$ cat config.mk
export PLATFORM = sky130hd
export DESIGN_NAME = rwps_ctrl
export DESIGN_NICKNAME = d
export VERILOG_FILES = /design/src/rtl/core/rwps_pkg.sv /design/src/rtl/core/rwps_ctrl.sv
export SDC_FILE = /design/constraint.sdc
export NUM_CORES = 1
export LEC_CHECK = 0
export BUFFER_PORTS_ARGS = -buffer_cell sky130_fd_sc_hd__clkbuf_2
export CAP_MARGIN = 20
export CORE_MARGIN = 8
export CORE_UTILIZATION = 49
export CTS_CLUSTER_SIZE = 25
export DETAILED_ROUTE_END_ITERATION = 10
export GPL_TIMING_DRIVEN = 0
export PLACE_DENSITY_LB_ADDON = 0.12
export SLEW_MARGIN = 25
export SYNTH_ARGS = -nofsm -noshare
export SYNTH_HDL_FRONTEND = slang
export SYNTH_SLANG_ARGS = --single-unit
$ cat constraint.sdc
create_clock -name clk -period 2.19 [get_ports clk]
set_input_delay 0.219 -clock clk [delete_from_list [all_inputs] [get_ports clk]]
set_output_delay 0.219 -clock clk [all_outputs]
set_load 0.005 [all_outputs]
$ cat src/rtl/core/rwps_pkg.sv
// Package for the random walk particle step block: widths, register codes,
// payload types and the command and status types of the controller/datapath pair.
// Depends on nothing; every other file of the block imports it.
package rwps_pkg;

    // Widths of the input samples and of the kept position.
    localparam int SAMPLE_WIDTH = 16;
    localparam int POS_WIDTH    = 32;
    localparam int FRAC_BITS    = 12;

    // Configuration port.
    localparam int SCALE_W     = 16;
    localparam int STEPS_W     = 16;
    localparam int CFG_DATA_W  = 16;
    localparam int CFG_INDEX_W = 1;
    localparam logic [CFG_INDEX_W-1:0] REG_STEP_SCALE = CFG_INDEX_W'(0);
    localparam logic [CFG_INDEX_W-1:0] REG_NUM_STEPS  = CFG_INDEX_W'(1);
    localparam logic [SCALE_W-1:0] STEP_SCALE_RST = SCALE_W'(4096);
    localparam logic [STEPS_W-1:0] NUM_STEPS_RST  = STEPS_W'(100);

    // Direction normalization: the larger magnitude ends in [2^14, 2^15).
    localparam int MAG_W  = 15;
    localparam int NORM_W = (SAMPLE_WIDTH > 16) ? SAMPLE_WIDTH : 16;

    // Square root of the squared norm scaled by 2^32.
    localparam int ROOT_BITS  = 32;
    localparam int RAD_W      = 2 * ROOT_BITS;
    localparam int ROOT_REM_W = ROOT_BITS + 3;
    localparam int RAD_SUM_W  = 2 * MAG_W + 1;

    // Unit vector division.
    localparam int UNIT_FRAC  = 46 - SAMPLE_WIDTH;
    localparam int UNIT_SHIFT = 16 + UNIT_FRAC;
    localparam int QUOT_W     = UNIT_FRAC + 1;
    localparam int NUM_W      = UNIT_FRAC + 32;
    localparam int DIV_REM_W  = ROOT_BITS;

    // Scaled step and displacement.
    localparam int SCALED_W  = SAMPLE_WIDTH + 15;
    localparam int PROD_W    = SCALED_W + QUOT_W;
    localparam int RND_SHIFT = FRAC_BITS + UNIT_FRAC;
    localparam int MOVE_W    = PROD_W + 1 - RND_SHIFT;
    localparam logic [PROD_W:0] RND_HALF = (PROD_W + 1)'(1) << (RND_SHIFT - 1);
    localparam int EXT_W     = ((POS_WIDTH > MOVE_W) ? POS_WIDTH : MOVE_W) + 2;

    // Squared distance.
    localparam int ABS_W = (POS_WIDTH > 32) ? POS_WIDTH : 32;
    localparam int SQ_OP_W = 32;
    localparam int SQ_W  = 2 * SQ_OP_W;
    localparam int DSQ_W = 63;
    localparam logic [ABS_W-1:0] ROOT_MAX = ABS_W'(32'hB504F333);
    localparam logic [SQ_W:0] DSQ_TOP = (SQ_W + 1)'({DSQ_W{1'b1}});

    // Iteration counter of the controller.
    localparam int ITER_MAX = (ROOT_BITS > QUOT_W) ? ROOT_BITS : QUOT_W;
    localparam int CNT_W    = $clog2(ITER_MAX);

    // One input item.
    typedef struct packed {
        logic signed [SAMPLE_WIDTH-1:0] gauss_mag;
        logic signed [SAMPLE_WIDTH-1:0] gauss_dir_x;
        logic signed [SAMPLE_WIDTH-1:0] gauss_dir_y;
    } rwps_in_t;

    // One result item.
    typedef struct packed {
        logic signed [POS_WIDTH-1:0] pos_x;
        logic signed [POS_WIDTH-1:0] pos_y;
        logic [DSQ_W-1:0]            disp_sq;
        logic [STEPS_W-1:0]          step_index;
        logic                        last_step;
        logic                        no_move;
    } rwps_out_t;

    // Commands from the controller to the datapath.
    typedef struct packed {
        logic load;
        logic norm_shift;
        logic sq_sum;
        logic root_step;
        logic div_init;
        logic div_step;
        logic mul_x;
        logic mul_y;
        logic rnd_y;
        logic pos_upd;
        logic abs_calc;
        logic sq_x;
        logic sq_y;
        logic disp_sum;
        logic out_load;
    } rwps_cmd_t;

    // Status from the datapath to the controller.
    typedef struct packed {
        logic zero_dir;
        logic norm_done;
    } rwps_stat_t;

endpackage

$ cat src/rtl/core/rwps_ctrl.sv
// Controller of the random walk particle step block: the sequencing state
// machine, the iteration counter and the valid bit of the output register.
// Depends on rwps_pkg.
module rwps_ctrl (
    input  logic                 clk,
    input  logic                 rst_n,
    input  logic                 sample_valid,
    output logic                 sample_stall,
    output logic                 result_valid,
    input  logic                 result_stall,
    input  rwps_pkg::rwps_stat_t stat,
    output rwps_pkg::rwps_cmd_t  cmd
);
    import rwps_pkg::*;

    localparam logic [3:0] S_IDLE  = 4'd0;
    localparam logic [3:0] S_NORM  = 4'd1;
    localparam logic [3:0] S_SQSUM = 4'd2;
    localparam logic [3:0] S_ROOT  = 4'd3;
    localparam logic [3:0] S_DINIT = 4'd4;
    localparam logic [3:0] S_DIV   = 4'd5;
    localparam logic [3:0] S_MULX  = 4'd6;
    localparam logic [3:0] S_MULY  = 4'd7;
    localparam logic [3:0] S_RNDY  = 4'd8;
    localparam logic [3:0] S_UPD   = 4'd9;
    localparam logic [3:0] S_ABS   = 4'd10;
    localparam logic [3:0] S_SQX   = 4'd11;
    localparam logic [3:0] S_SQY   = 4'd12;
    localparam logic [3:0] S_SUM   = 4'd13;
    localparam logic [3:0] S_DONE  = 4'd14;

    logic [3:0]       state_reg, state_next;
    logic [CNT_W-1:0] cnt_reg, cnt_next;
    logic             out_valid_reg, out_valid_next;

    assign sample_stall = (state_reg != S_IDLE);
    assign result_valid = out_valid_reg;

    // Next state, counter and commands.
    always_comb
    begin
        state_next     = state_reg;
        cnt_next       = cnt_reg;
        out_valid_next = out_valid_reg;
        cmd            = '0;

        // The waiting result leaves when the consumer takes it.
        if (out_valid_reg && !result_stall)
        begin
            out_valid_next = 1'b0;
        end

        case (state_reg)
            S_IDLE:
            begin
                if (sample_valid)
                begin
                    cmd.load   = 1'b1;
                    state_next = S_NORM;
                end
            end
            S_NORM:
            begin
                if (stat.zero_dir)
                begin
                    state_next = S_ABS;
                end
                else if (stat.norm_done)
                begin
                    state_next = S_SQSUM;
                end
                else
                begin
                    cmd.norm_shift = 1'b1;
                end
            end
            S_SQSUM:
            begin
                cmd.sq_sum = 1'b1;
                cnt_next   = CNT_W'(ROOT_BITS - 1);
                state_next = S_ROOT;
            end
            S_ROOT:
            begin
                cmd.root_step = 1'b1;
                if (cnt_reg == '0)
                begin
                    state_next = S_DINIT;
                end
                else
                begin
                    cnt_next = cnt_reg - CNT_W'(1);
                end
            end
            S_DINIT:
            begin
                cmd.div_init = 1'b1;
                cnt_next     = CNT_W'(QUOT_W - 1);
                state_next   = S_DIV;
            end
            S_DIV:
            begin
                cmd.div_step = 1'b1;
                if (cnt_reg == '0)
                begin
                    state_next = S_MULX;
                end
                else
                begin
                    cnt_next = cnt_reg - CNT_W'(1);
                end
            end
            S_MULX:
            begin
                cmd.mul_x  = 1'b1;
                state_next = S_MULY;
            end
            S_MULY:
            begin
                cmd.mul_y  = 1'b1;
                state_next = S_RNDY;
            end
            S_RNDY:
            begin
                cmd.rnd_y  = 1'b1;
                state_next = S_UPD;
            end
            S_UPD:
            begin
                cmd.pos_upd = 1'b1;
                state_next  = S_ABS;
            end
            S_ABS:
            begin
                cmd.abs_calc = 1'b1;
                state_next   = S_SQX;
            end
            S_SQX:
            begin
                cmd.sq_x   = 1'b1;
                state_next = S_SQY;
            end
            S_SQY:
            begin
                cmd.sq_y   = 1'b1;
                state_next = S_SUM;
            end
            S_SUM:
            begin
                cmd.disp_sum = 1'b1;
                state_next   = S_DONE;
            end
            S_DONE:
            begin
                // Load the output register once it is free or being emptied.
                if (!out_valid_reg || !result_stall)
                begin
                    cmd.out_load   = 1'b1;
                    out_valid_next = 1'b1;
                    state_next     = S_IDLE;
                end
            end
            default:
            begin
                state_next = S_IDLE;
            end
        endcase
    end

    // Control registers.
    always_ff @(posedge clk or negedge rst_n)
    begin
        if (!rst_n)
        begin
            state_reg     <= S_IDLE;
            cnt_reg       <= '0;
            out_valid_reg <= 1'b0;
        end
        else
        begin
            state_reg     <= state_next;
            cnt_reg       <= cnt_next;
            out_valid_reg <= out_valid_next;
        end
    end

endmodule

Word level (Yosys, flattened, before mapping)
Cells that the tools add are included.
{ "totals": {"reg_bits": 10, "latchBits": 0, "ramBits": 0, "rom_bits": 0, "input_bits": 6, "output_inout_bits": 17, "wordCells": 66, "mem_count": 0} }
{ "classes": {"n_addsub": 1, "multipliers": 0, "div": 0, "order_cmp": 0, "eq_ne": 20, "shift": 0, "mux": 31, "bitwise_logic": 0, "reduce_logical": 11} }
{ "op_table": {"columns": ["cell", "n"], "rows": [
  ["4-bit case mux with 15 select lines", 1],
  ["4-bit equality test (second input constant)", 7],
  ["4-bit two-way mux", 6],
  ["1-bit two-way mux", 22],
  ["4-bit by 3-bit equality test with 1-bit output (second input constant)", 4],
  ["5-bit case mux with 3 select lines", 1],
  ["2-bit inequality test (second input constant)", 5],
  ["4-bit by 2-bit equality test with 1-bit output (second input constant)", 2],
  ["5-bit zero test", 1],
  ["5-bit two-way mux", 1],
  ["5-bit AND reduction", 1],
  ["5-bit by 1-bit subtractor with 5-bit output (second input constant)", 1],
  ["4-bit by 1-bit equality test with 1-bit output (second input constant)", 1],
  ["4-bit zero test", 1],
  ["4-bit nonzero test", 1],
  ["3-bit inequality test (second input constant)", 1],
  ["3-bit nonzero test", 1],
  ["1-bit zero test", 2],
  ["2-bit AND reduction", 1],
  ["2-bit OR reduction", 1],
  ["1-bit logical AND", 1],
  ["1-bit logical OR", 1]
]} }

Depth between registers and ports, before layout
{ "depth": {"ltp_word": 5, "mapped_depth": 6, "depth_no_buf": 6} }

Least setup slack after synthesis
OpenSTA, ideal clock, no wires.
{ "synth_timing": {"path_kind": "reg2reg", "startpoint": "register state_reg[3]", "endpoint": "register state_reg[0]", "setup_time_ns": 0.125, "t_arrival_ns": 1.504, "t_required_ns": 2.065, "path_slack_ns": 0.560, "stages_incl_launch_ff": 5, "n_path_buf": 0, "period_less_slack_ns": 1.630, "path_cell_list": "dfrtp_1 -> or4_4 -> o22ai_2 -> nor3_2 -> mux2_4"} }
{ "synth_between": {"elab_chain_len": 3, "elab_cells_between_ends": 22, "classes_between": "eq/ne: 19; mux: 1; reduce/logical: 2"} }
{ "synth_lines": {"columns": ["element", "line", "rtl"], "rows": [
  ["start: declaration", "rwps_ctrl.sv:32", "logic [3:0] state_reg, state_next;"],
  ["start signal: assignment", "rwps_ctrl.sv:181", "state_reg <= state_next;"],
  ["4-bit by 1-bit equality test with 1-bit output (tied with other cells)", "rwps_ctrl.sv:53", "case (state_reg)"],
  ["3-bit inequality test (no line) or 2-bit inequality test (tied branches)", null, null],
  ["5-bit AND reduction (no line)", null, null]
]} }
Several ways; a longest one is shown, not always the timed one.
A chain may end at the register's enable or synchronous reset.

Worst setup path after layout
{ "layout_timing": {"startpoint": "register cnt_reg[0]", "endpoint": "register state_reg[0]"} }
{ "layout_between": {"elab_chain_len": 3, "elab_cells_between_ends": 4, "classes_between": "eq/ne: 2; reduce/logical: 2"} }
{ "layout_lines": {"columns": ["element", "line", "rtl"], "rows": [
  ["start: declaration", "rwps_ctrl.sv:33", "logic [CNT_W-1:0] cnt_reg, cnt_next;"],
  ["start signal: assignment", "rwps_ctrl.sv:182", "cnt_reg <= cnt_next;"],
  ["5-bit zero test *", "rwps_ctrl.sv:86, rwps_ctrl.sv:104", null],
  ["2-bit inequality test (no line)", null, null],
  ["5-bit AND reduction (no line) *", null, null]
]} }
Mark *: on every way between the ends. The rest lies on a longest branch, timed or not.

==> results by group <==
Floorplanning
  • Die Ht: 54.7 um
  • Die Area: ~3000 um^2
  • Initial Util: 50.3%
  • Number of placement rows: 14
  • Die extent in x: 54.7 um
  • IO Count: 23
  • Core Area: 1450 um^2

Clocking
  • Worst-Skew Late Latency: between 200 and 300 ps
  • CTS Buffer Depth: 2
  • CTS buffer count: 3
  • Clock Pin Slew Worst Setup and Hold Paths: 70 ps
  • # clock sinks: 10
  • CTS resizes: 0
  • Setup Buffers After CTS: 0
  • Root buffer cell: clkbuf_4
  • H-tree Lvls: 1
  • TritonCTS clock tree: built

Timing
  • Measured slew at the worst slew-check pin: around 430 ps
  • Final Critical Period: ~1800 ps
  • Setup_tns: 0 ps
  • RSZ-0062 raised after global routing: false
  • Slew margin rel.: between 70% and 80%
  • Layout Skew: 6.30 ps
  • Final setup fails: 0
  • Crit share post-route: 81.8%
  • Fmax achieved: 558 MHz
  • Max-slew violations: 0
  • Fin. Hold Viols: 0

Power and ir drop
  • Power Dens Cells: 1320 nW/um^2
  • Worst VDD drop: 0.000729 V
  • Leakage: between 0.4 and 0.5 nW

Setup path
  • Crit path max-delay family: simple AND/OR/NAND/NOR gates
  • Critical Path RT: about 2400 ps
  • Crit path max fanout: 4
  • Slowest Stage Delay on Critical Path: between 400 and 500 ps
  • Startpoint Class: flip-flop
  • Bufs and invs on worst path: 1
  • Critical path's slowest cell: dfrtp_1
  • CP arrival: 1950 ps
  • Critical path class: flip-flop to flip-flop
  • CP Capture Type: flip-flop
  • Critical Path, Cell by Cell: inv_1, ha_1, nor4b_2, nor4b_2, nor3_2, mux2_4
  • Crit-path most repeated cell: nor4b_2

Routing
  • Drt total wl: 1.82 mm
  • Antenna Violating Nets Remaining: 0
  • Total number of vias: 706
  • Via density: 5.52
  • Initial DRC count: 9
  • Residual DRC: 0
  • Post-DR wirelength/cell: 14.2 um
  • TritonRoute pass-1 iters: 3

Synthesis
  • Synth Warn #: 0
  • Post-synth ARST share: between 90% and 100%
  • EDFF count, synth: 0
  • Syn Nets: 92
  • Register area share after synthesis: around a third
  • Primary FF master, synth: dfrtp_1
  • Mapped cell area: 732 um^2
  • Yosys cell types: 38
  • Mapped Cells: 85
  • Dominant cell type by area after synthesis: dfrtp_1
  • Synthesized flop and latch total: 10
  • Post-synth top area share: 34.2%
  • Syn_area_per_cell: 8.61 um^2
  • Main area contributors after synthesis: dfrtp_1 34%, nor2_1 6.2%, a21oi_1 4.1%, nor3_1 4.1%, nor4b_2 4.1%

Run status
  • Status: completed

Layout
  • Multi-input gate area: 428 um^2
  • Core Util, Final: a little over three fifths
  • Max reg flops: 5
  • Share of layout cells above drive strength 1: between 30% and 40%
  • Most common cell after layout, fill and taps aside: clkbuf_2
  • N_diodes: 0
  • Final Cell Area: 908 um^2
  • Commonest non-fill, non-tap cells in the layout: 22 x clkbuf_2, 12 x nor2_1, 10 x dfrtp_1, 7 x nand2_1
  • Sequential Area: 250 um^2
  • Fillers: 148
  • Layout area overhead: 24.1%
  • Nets: 120

Global routing
  • Vias in the first global route: approximately 660
  • Gr usage total: 13.2%
  • Initial antenna violation count: 0
  • First-pass GRT wire length: 2.88 mm
  • GRT overflow: 0
  • Largest net degree at the start of global routing: 11

Place
  • HPWL after DPL: roughly 1.4 mm
  • PortBufs: 22
  • Post-DP Area: 862 um^2
  • Final GP Congestion: approximately 0.75

Hold path
  • HP Class: input pin to flip-flop

Job
  • Max-cap viol count: 0
[through the flow]
| stage | power, mW | cells | setup slack, ps | hold WS (ps) |
|---|---|---|---|---|
| 3_5_place_dp | 1.03 | 123 | 390 | 97.8 |
| 5_1_grt | 1.30 | 128 | 228 | 201 |
| 3_3_place_gp | 1.01 | 123 | 410 | 99.0 |
| 2_1_floorplan | 0.841 | 85 | 560 | -76.6 |
| 6_report | 1.20 | 128 | 399 | 194 |
| 4_1_cts | 1.20 | 128 | 380 | 200 |
[final cells by class]
type                            count  share of cell area (%)
Multi-Input combinational cell     65                    47.1
Sequential cell                    10                    27.5
Timing Repair Buffer               23                    13.2
Clock buffer                        4                    3.99
Buffer                              5                    3.86
Tap cell                           16                    2.20
Inverter                            5                    2.07
[cells in the mapped netlist, drive strengths merged (2+ instances only)]
cell / n
nand2b: 4
a21oi: 6
a31o: 2
o22ai: 2
inv: 5
nand2: 7
nor4b: 2
nor2: 13
buf: 5
o21ai: 4
dfrtp: 10
or4: 2
nor3: 7
[worst paths after layout]
path                                    from           end  slack, ps  cells past startpoint
worst max-delay path              cnt_reg[0]  state_reg[0]        400                      6
worst min-delay path            result_stall  result_valid        190                      3
worst max register to register    cnt_reg[0]  state_reg[0]        400                      6
worst min register to register  result_valid  result_valid        550                      2
max in group asynchronous              rst_n    cnt_reg[4]       1630                      2
min in group asynchronous              rst_n  state_reg[0]        350                      2
[cells by family (layout without fill, tap and decap cells)]
group	count (synthesis)	in the layout	share of synthesized area [%]
fa+ha+maj	1	1	1.71
mux	1	1	2.05
compound gates	22	22	21.4
xor+xnor	1	1	1.20
simple gates	40	40	32.1
buf+inv	10	37	7.35
flops	10	10	34.2
[per-layer routing]
metal	GRT usage, %	wire length, um	part of all wire [%]
met5	0	0	0
met4	7.38	39	2.1
met1	14.3	772	43
met3	3.26	120	6.6
met2	22.8	883	49
[power breakdown]
part	leakage [nW]	internal, mW	switching, mW	total (mW)
registers	0.113	0.265	0.0776	0.343
clock network	0.0210	0.101	0.0685	0.170
logic	0.295	0.311	0.375	0.686
total	0.429	0.677	0.521	1.20
[repair_timing]
item / in CTS / in global routing
setup endpoints to repair: 0 / 0
hold endpoints to repair: 10 / 0
hold buffers: 1 / 0
[worst reg2reg max path: stages, from the launching register on]
cell     delay [ps]
dfrtp_1         410
inv_1            70
ha_1            200
nor4b_2         330
nor4b_2         120
nor3_2          230
mux2_4          330
Note: power is estimated with default switching activity, not from simulation.
